--- config.mk ---
export PLATFORM = sky130hd
export DESIGN_NAME = hsv_to_rgb_converter
export DESIGN_NICKNAME = d
export VERILOG_FILES = /design/src/rtl/h2r_pkg.sv /design/src/rtl/hsv_to_rgb_converter.sv
export VERILOG_INCLUDE_DIRS = /design/src /design/src/rtl
export SDC_FILE = /design/constraint.sdc
export NUM_CORES = 2
export LEC_CHECK = 0
export ABC_AREA = 1
export BUFFER_PORTS_ARGS = -buffer_cell sky130_fd_sc_hd__buf_2
export CORE_MARGIN = 1.5
export CORE_UTILIZATION = 50
export DETAILED_ROUTE_END_ITERATION = 8
export GPL_ROUTABILITY_DRIVEN = 0
export PLACE_DENSITY = 0.66
export SYNTH_ARGS = -nofsm -noshare
export SYNTH_HDL_FRONTEND = slang
export SYNTH_SLANG_ARGS = --single-unit
--- constraint.sdc ---
create_clock -name i_clk -period 13.75 [get_ports i_clk]
set_input_delay 2.0625 -clock i_clk [delete_from_list [all_inputs] [get_ports i_clk]]
set_output_delay 2.0625 -clock i_clk [all_outputs]
set_load 0.005 [all_outputs]
--- src/rtl/assert_macros.svh ---
// Assertion macros shared by the RTL.
`ifndef ASSERT_MACROS_SVH
`define ASSERT_MACROS_SVH

`ifndef NO_ASSERTIONS

`define ASSERT_CLK(lbl, prop, msg) \
    lbl: assert property (@(posedge i_clk) disable iff (!i_rst_n) prop) else $error(msg);

`define ASSERT_RST(lbl, prop, msg) \
    lbl: assert property (@(posedge i_clk) prop) else $error(msg);

`else

`define ASSERT_CLK(lbl, prop, msg)

`define ASSERT_RST(lbl, prop, msg)

`endif

`endif

--- src/rtl/h2r_pkg.sv ---
`timescale 1ns / 1ps
`default_nettype none

package h2r_pkg;

    typedef enum logic [2:0] {
        SEC_RED     = 3'd0,
        SEC_YELLOW  = 3'd1,
        SEC_GREEN   = 3'd2,
        SEC_CYAN    = 3'd3,
        SEC_BLUE    = 3'd4,
        SEC_MAGENTA = 3'd5
    } t_sector;

    localparam logic [7:0]  LEVEL_MAX    = 8'd255;
    localparam logic [15:0] DIV255_MAGIC = 16'h8081;
    localparam int          DIV255_SHIFT = 23;

    // one-step fixup of the reciprocal estimate of y/255
    function automatic logic [7:0] div255_fix(input logic [15:0] y, input logic [7:0] e);
        logic [15:0] rem;
        rem = y - ({e, 8'h00} - {8'h00, e});
        return (rem >= {8'h00, LEVEL_MAX}) ? e + 8'd1 : e;
    endfunction

endpackage

`default_nettype wire

--- src/rtl/hsv_to_rgb_converter.sv ---
// HSV to RGB color converter, fully pipelined.
// Input channel: i_valid / o_ready carry one request of i_hue (fraction of a
// turn, HUE_BITS wide), i_saturation and i_brightness (both level/255).
// Output channel: o_valid / i_ready carry o_red_out, o_green_out, o_blue_out.
// There are six register stages (sector split, products, numerators, level
// scaling, reciprocal divide by 255, fixup and channel select), the first
// loaded at the accepting edge.
// Throughput: one request per cycle while i_ready is high; every stage can load each cycle.
// Stall: each stage holds while the one after it is full and stalled, and a
// stage with an empty slot keeps loading, so bubbles close up. o_ready drops
// only once all six stages hold data and i_ready is low.
// Reset: synchronous active-low i_rst_n clears all valid bits; the block
// comes out of reset empty and ready.
`timescale 1ns / 1ps
`default_nettype none

module hsv_to_rgb_converter #(
    parameter int HUE_BITS = 16
) (
    input  wire                 i_clk,
    input  wire                 i_rst_n,
    input  wire                 i_valid,
    output logic                o_ready,
    input  wire [HUE_BITS-1:0]  i_hue,
    input  wire [7:0]           i_saturation,
    input  wire [7:0]           i_brightness,
    output logic                o_valid,
    input  wire                 i_ready,
    output logic [7:0]          o_red_out,
    output logic [7:0]          o_green_out,
    output logic [7:0]          o_blue_out
);

    `include "assert_macros.svh"

    localparam int NST   = 6;
    localparam int NUM_W = HUE_BITS + 8;
    localparam logic [NUM_W-1:0]  FULL_DEN = {8'hFF, {HUE_BITS{1'b0}}};
    localparam logic [HUE_BITS:0] HUE_ONE  = {1'b1, {HUE_BITS{1'b0}}};

    logic [NST-1:0] r_vld;
    logic [NST-1:0] n_vld;
    logic [NST:0]   w_open;

    always_comb begin
        w_open[NST] = i_ready;
        for (int k = NST - 1; k >= 0; k--) begin
            w_open[k] = !r_vld[k] || w_open[k+1];
        end
        for (int k = 0; k < NST; k++) begin
            if (w_open[k]) begin
                n_vld[k] = (k == 0) ? i_valid : r_vld[(k == 0) ? 0 : k - 1];
            end else begin
                n_vld[k] = r_vld[k];
            end
        end
    end

    always_ff @(posedge i_clk) begin
        if (!i_rst_n) begin
            r_vld <= '0;
        end else begin
            r_vld <= n_vld;
        end
    end

    assign o_ready = w_open[0];
    assign o_valid = r_vld[NST-1];

    // stage 0: sector and fraction
    logic [HUE_BITS+2:0] w_h6;
    h2r_pkg::t_sector    r0_sec;
    logic [HUE_BITS-1:0] r0_f;
    logic [7:0]          r0_s, r0_v;

    assign w_h6 = (HUE_BITS+3)'({i_hue, 2'b00}) + (HUE_BITS+3)'({i_hue, 1'b0});

    always_ff @(posedge i_clk) begin
        if (w_open[0]) begin
            r0_sec <= h2r_pkg::t_sector'(w_h6[HUE_BITS+2:HUE_BITS]);
            r0_f   <= w_h6[HUE_BITS-1:0];
            r0_s   <= i_saturation;
            r0_v   <= i_brightness;
        end
    end

    // stage 1: f*s, (1-f)*s, v*(255-s)
    logic [HUE_BITS:0]   w_g;
    logic [NUM_W-1:0]    w_gs;
    logic [NUM_W-1:0]    w_fs;
    h2r_pkg::t_sector    r1_sec;
    logic [7:0]          r1_v;
    logic [NUM_W-1:0]    r1_fs, r1_gs;
    logic [15:0]         r1_pv;

    assign w_g  = HUE_ONE - {1'b0, r0_f};
    assign w_gs = NUM_W'(w_g) * NUM_W'(r0_s);
    assign w_fs = NUM_W'(r0_f) * NUM_W'(r0_s);

    always_ff @(posedge i_clk) begin
        if (w_open[1]) begin
            r1_sec <= r0_sec;
            r1_v   <= r0_v;
            r1_fs  <= w_fs;
            r1_gs  <= w_gs;
            r1_pv  <= 16'(r0_v) * 16'(h2r_pkg::LEVEL_MAX - r0_s);
        end
    end

    // stage 2: numerators
    h2r_pkg::t_sector r2_sec;
    logic [7:0]       r2_v;
    logic [NUM_W-1:0] r2_nq, r2_nt;
    logic [15:0]      r2_pv;

    always_ff @(posedge i_clk) begin
        if (w_open[2]) begin
            r2_sec <= r1_sec;
            r2_v   <= r1_v;
            r2_nq  <= FULL_DEN - r1_fs;
            r2_nt  <= FULL_DEN - r1_gs;
            r2_pv  <= r1_pv;
        end
    end

    // stage 3: scale by v, drop the hue fraction bits
    logic [HUE_BITS+15:0] w_vq, w_vt;
    h2r_pkg::t_sector     r3_sec;
    logic [7:0]           r3_v;
    logic [15:0]          r3_yq, r3_yt, r3_yp;

    assign w_vq = (HUE_BITS+16)'(r2_v) * (HUE_BITS+16)'(r2_nq);
    assign w_vt = (HUE_BITS+16)'(r2_v) * (HUE_BITS+16)'(r2_nt);

    always_ff @(posedge i_clk) begin
        if (w_open[3]) begin
            r3_sec <= r2_sec;
            r3_v   <= r2_v;
            r3_yq  <= w_vq[HUE_BITS+15:HUE_BITS];
            r3_yt  <= w_vt[HUE_BITS+15:HUE_BITS];
            r3_yp  <= r2_pv;
        end
    end

    // stage 4: reciprocal estimate of y/255
    logic [31:0]      w_mq, w_mt, w_mp;
    h2r_pkg::t_sector r4_sec;
    logic [7:0]       r4_v;
    logic [15:0]      r4_yq, r4_yt, r4_yp;
    logic [7:0]       r4_eq, r4_et, r4_ep;

    assign w_mq = 32'(r3_yq) * 32'(h2r_pkg::DIV255_MAGIC);
    assign w_mt = 32'(r3_yt) * 32'(h2r_pkg::DIV255_MAGIC);
    assign w_mp = 32'(r3_yp) * 32'(h2r_pkg::DIV255_MAGIC);

    always_ff @(posedge i_clk) begin
        if (w_open[4]) begin
            r4_sec <= r3_sec;
            r4_v   <= r3_v;
            r4_yq  <= r3_yq;
            r4_yt  <= r3_yt;
            r4_yp  <= r3_yp;
            r4_eq  <= 8'(w_mq >> h2r_pkg::DIV255_SHIFT);
            r4_et  <= 8'(w_mt >> h2r_pkg::DIV255_SHIFT);
            r4_ep  <= 8'(w_mp >> h2r_pkg::DIV255_SHIFT);
        end
    end

    // stage 5: fixup and channel select
    logic [7:0] w_q, w_t, w_p;
    logic [7:0] n_red, n_green, n_blue;
    logic [7:0] r5_red, r5_green, r5_blue;
    logic       w_est_ok;

    assign w_q = h2r_pkg::div255_fix(r4_yq, r4_eq);
    assign w_t = h2r_pkg::div255_fix(r4_yt, r4_et);
    assign w_p = h2r_pkg::div255_fix(r4_yp, r4_ep);

    assign w_est_ok = (r4_eq <= r4_v) && (r4_et <= r4_v) && (r4_ep <= r4_v);

    always_comb begin
        unique case (r4_sec)
            h2r_pkg::SEC_RED: begin
                n_red = r4_v; n_green = w_t;  n_blue = w_p;
            end
            h2r_pkg::SEC_YELLOW: begin
                n_red = w_q;  n_green = r4_v; n_blue = w_p;
            end
            h2r_pkg::SEC_GREEN: begin
                n_red = w_p;  n_green = r4_v; n_blue = w_t;
            end
            h2r_pkg::SEC_CYAN: begin
                n_red = w_p;  n_green = w_q;  n_blue = r4_v;
            end
            h2r_pkg::SEC_BLUE: begin
                n_red = w_t;  n_green = w_p;  n_blue = r4_v;
            end
            default: begin
                n_red = r4_v; n_green = w_p;  n_blue = w_q;
            end
        endcase
    end

    always_ff @(posedge i_clk) begin
        if (w_open[5]) begin
            r5_red   <= n_red;
            r5_green <= n_green;
            r5_blue  <= n_blue;
        end
    end

    assign o_red_out   = r5_red;
    assign o_green_out = r5_green;
    assign o_blue_out  = r5_blue;

    `ASSERT_RST(a_empty_after_reset, $past(!i_rst_n) |-> !o_valid, "valid after reset")
    `ASSERT_CLK(a_take_lands, (i_valid && o_ready) |=> r_vld[0], "request lost at stage 0")
    `ASSERT_CLK(a_est_le_v, r_vld[4] |-> w_est_ok, "quotient estimate above level")
    `ASSERT_CLK(a_full_stall, (&r_vld && !i_ready) |-> !o_ready, "request taken when full")

endmodule

`default_nettype wire
[Yosys cells after proc, flatten, opt, wreduce, memory -nomap -nowiden]
Cells that the tools add are included.
Word-level totals
  register bits: 357
  input bits: 36
  output and inout bits: 26
Cells by class
  $add $sub $neg: 14
  $mul: 8
  order comparisons: 3
  equal/unequal tests: 4
  mux-type cells: 6
  reduce and logical (&&, ||, !) cells: 17
Operators by type and width (count)
  multiplier 16 x 16 -> 31 bit (second input constant): 3
  one-hot mux 8 bit (3 select lines): 3
  multiplier 8 x 24 -> 32 bit: 2
  greater-or-equal comparator 16 x 8 -> 1 bit (second input constant): 3
  subtractor 16 bit: 3
  subtractor 16 x 8 -> 16 bit: 3
  subtractor 24 bit (first input constant): 2
  adder 8 x 1 -> 8 bit (second input constant): 3
  multiplier 16 x 8 -> 24 bit: 1
  multiplier 17 x 8 -> 24 bit: 1
  two-way mux 8 bit: 3
  adder 18 x 17 -> 19 bit: 1
  subtractor 17 x 16 -> 17 bit (first input constant): 1
  multiplier 9 x 9 -> 16 bit: 1
  subtractor 8 x 8 -> 9 bit (first input constant): 1
  OR reduction 2 bit: 4
  equality test 3 x 2 -> 1 bit (second input constant): 2
  logical NOT 1 bit: 6
  logical OR 1 bit: 6
  equality test 3 x 1 -> 1 bit (second input constant): 1
  equality test 3 bit (second input constant): 1
  logical NOT 3 bit: 1

[Longest topological paths before layout]
  depth after elaboration: 7
  mapped depth: 28

[Worst setup path after synthesis]
Ideal clock, no wire load.
  kind: in2out
  start point: in i_ready
  end point: out o_ready
  data arrival time: 8313 ps
  data required time: 11687 ps
  path slack: 3375 ps
  stages on the path: 10
  cell sequence: nor2_1 > inv_1 > nor2_1 > inv_1 > nor2_1 > inv_1 > nor2_1 > inv_1 > nor2_1 > nand2_1
On the way
  cells in the longest elaborated chain, start to end: 6
Ends and longest elaborated chain
  from (decl): line hsv_to_rgb_converter.sv:28  | input wire i_ready,
  logical OR 1 bit: line hsv_to_rgb_converter.sv:48  | w_open[k] = !r_vld[k] || w_open[k+1];
  named net w_open[5]: line hsv_to_rgb_converter.sv:43  | logic [NST:0] w_open;
  logical OR 1 bit: line hsv_to_rgb_converter.sv:48
  named net w_open[4]: line hsv_to_rgb_converter.sv:43
  logical OR 1 bit: line hsv_to_rgb_converter.sv:48
  named net w_open[3]: line hsv_to_rgb_converter.sv:43
  logical OR 1 bit: line hsv_to_rgb_converter.sv:48
  named net w_open[2]: line hsv_to_rgb_converter.sv:43
  logical OR 1 bit (2 in a row): line hsv_to_rgb_converter.sv:48
  to (decl): line hsv_to_rgb_converter.sv:23  | output logic o_ready,
The timed path passes the listed nets, and every way through them passes these cells.

[Worst setup path in the final report]
Ends and elaborated chain as after synthesis.

==> results.toml <==
[synthesis]
async_flop_share_pct = 0
commonest_register_cell_after_synthesis = "edfxtp_1"
largest_family_of_logic_cells_by_synthesized_area = "adder cells"
synth_enable_flop_cells = 344
synthesis.nets = 5949
synth-compound-area-share_pct = 4.87
synthesis.instances = 4943
netlist-cell-type-count = 61
post_synth_xor_area_fraction_pct = 3.87
yosys-mux-area-fraction_pct = 0
synth-seq-cells = 350
synth_simple_gate_area_share_pct = 18.3
netlist.top_cell.by_area = "edfxtp_1"
yosysWarnings = 0
synth_largest_type_area_fraction_pct = 24.6
synth.top_cells.by_area = "edfxtp_1 (25%), fa_1 (21%), ha_1 (15%)"
ys_seq_area_share_pct = 24.8
yosys.area_share.adder_pct = 36.9
synth_area_per_cell_um2 = 8.51
mappedNetlistArea_mm2 = 0.0421

[detailed_routing]
drt-pass1-iter-count = 6
detailroute.via_count = 30600
antenna_violating_nets_post_route = 0
drt-initial-drc-count = 1694
post-route-drc-count = 0
post_drt_wl_per_cell_um = 14.3
routed_via_density = 5.07
drt_wl_total_mm = 86.7

[critical_path]
timing_worst_setup_path_type = "input port to primary output"
critical_path.reg2reg.startpoint = "r0_f[1]"
category_of_the_worst_setup_path_capture_point = "primary output"
setup.reg_to_reg.worst_slack_ps = 7640
critPathLaunchType = "input port"
worst_r2r_path_depth = 24
timing.rr.end = "r1_gs[22]"
worstPathMaxFanout = 74
worstPathRequired_ps = 11690
worst-endpoint-arrival_ps = 5040

[floorplanning]
rows = 106
die-height_um = 293
die_x_um = 293
io_pins = 62
core_mm2 = 0.0834
starting_density_of_the_core_pct = 50.4
floorplan.die_area_mm2 = 0.0859

[final_layout]
most_common_library_cell_in_the_layout_ignoring_fill_and_taps = "nand2_1"
layout-drive-gt1-share_pct = 4.23
final_cell_area_mm2 = 0.0448
multiInputGateArea_mm2 = 0.0269
area.sequential_mm2 = 0.0105
flow.area_growth_from_synthesis_pct = 6.49
final.fill_count = 7640
finish.net_count = 5943
layout_common_cells = "nand2_1 (1,118), inv_1 (1,106), ha_1 (521)"

[cts]
clock_path_buffers = 3
postCtsHoldBufs = 0
cts.repair.resized = 0
postCtsSetupBuffers = 0
clk_pin_slew_ps = 60
clock-root-buffer = "clkbuf_16"
cts_max_level = 2
insertion_delay_ps = 570
tritoncts = "yes"
number_of_buffers_created_by_cts = 42
cts_sinks = 350

[run_status]
outcome = "finished clean"

[sta]
totalNegativeSetupSlack_ps = 0
setup_repair_after_global_routing_missed_its_margin = "false"
slew_headroom_pct = 31.2
worst-slew-pin-transition_ps = 1020
post-route-min-period_ps = 7110
fin_skew_ps = 22.0
slew_violations = 0
finalHoldViolations = 0
clock.fmax_ghz = 0.141
report.final.setup_viol = 0
final.period_utilization_pct = 51.7

[job]
max_cap_viol_count = 0

[global_route]
grt_usage_pct = 20.8
gr-total-overflow = 0
maximum_number_of_pins_on_one_net_before_global_route_repair = 85
via_count_of_the_first_global_routing_pass = 30500
number_of_antenna_violations_at_the_first_check_in_global_routing = 1
grt_first_pass_wirelength_mm = 147

[worst_hold_path]
timing.hold.worst.start = "r1_pv[12]"
timing.hold.worst.class = "register to register"
hold_path_depth = 0
whs_endpoint = "r2_pv[12]"

[placement]
dpl_cell_area_mm2 = 0.0433
post-dp-hpwl_mm = 70.4
buffer_ports.inserted = 61
stage by stage:
stage | util (%) | setup WS (ps) | std cells | hold slack, ps
finish | 53.7 | 6640 | 6049 | 416
global route | 53.7 | 6240 | 6049 | 420
CTS | 53.7 | 6520 | 6048 | 415
detailed placement | 52.0 | 6520 | 5973 | 405
global placement | 52.0 | 6500 | 5973 | 402
floorplan | - | 3370 | 4943 | 400
layout make-up:
cell class	count	area share (%)
inverters	1116	9.35
clock buffers	49	2.47
repair buffers	82	1.03
well taps	1080	3.02
flip-flops and latches	350	23.3
multi-input cells	3345	60.0
diodes	1	0.00559
clock inverters	26	0.768
critical path, cell delays in order:
cell	delay, ps
buf_2	90
nor2_1	290
inv_1	520
nor2_1	290
clkinv_2	90
nor2_1	160
inv_2	60
nor2_1	120
inv_2	40
buf_4	370
nor2_1	340
nand2_2	60
buf_4	290
buf_2	200
cells in the mapped netlist, types with 2 or more instances:
master / count
nand2_1: 1119
inv_1: 1110
ha_1: 521
fa_1: 449
edfxtp_1: 344
nor2_1: 312
a21oi_1: 205
nand3_1: 204
xor2_1: 133
clkbuf_1: 90
o21ai_0: 77
nand4_1: 62
xnor2_1: 51
clkbuf_2: 27
nor3_1: 23
a21o_1: 21
nand3b_1: 16
a31oi_1: 13
nand2_2: 13
nor4_1: 13
o21bai_1: 13
and2_1: 10
nor3_2: 9
o21ai_1: 9
buf_1: 8
o211ai_1: 7
o21a_1: 7
buf_2: 6
dfxtp_1: 6
nand3_2: 6
nor2_2: 6
nor2_4: 6
a21boi_0: 5
inv_2: 4
or3_1: 4
a211oi_1: 3
o31ai_1: 3
or2_2: 3
and3_1: 2
clkinv_1: 2
state kept, by name, summed over array words and instances (netlist names), 15 cells and up:
signal,count
r4_yt,16
r2_nt,22
r2_pv,16
r3_yt,16
r1_fs,23
r4_yq,16
r1_pv,16
r4_yp,16
r0_f,15
r3_yp,16
r2_nq,23
r3_yq,16
r1_gs,22
worst max-delay path by stage:
stage,from,endpoint,slack (ps),depth (start not counted)
after floorplan,i_ready,o_ready,3370,10
after global placement,i_ready,o_ready,6500,14
after detailed placement,i_ready,o_ready,6520,14
after CTS,i_ready,o_ready,6520,14
after global routing,i_ready,o_ready,6240,14
final,i_ready,o_ready,6640,14
routing by layer:
layer  wire length, µm  vias up  track usage, %
li1                  -    15400               -
met1             39900    14500            28.4
met2             40300      640            34.8
met3              4020      127            2.24
met4              2500        0            6.28
met5                 0        -               0
kinds of logic after synthesis:
kind of cell	count (synthesis)
AO/OA/AOI/OAI	371
XOR/XNOR	185
adder cells (fa/ha/maj)	970
buffers and inverters	1248
flip-flops	350
AND/OR/NAND/NOR	1819
Power is not shown: default switching activity piles up to over one toggle a cycle in this logic, so the estimate is an artifact.
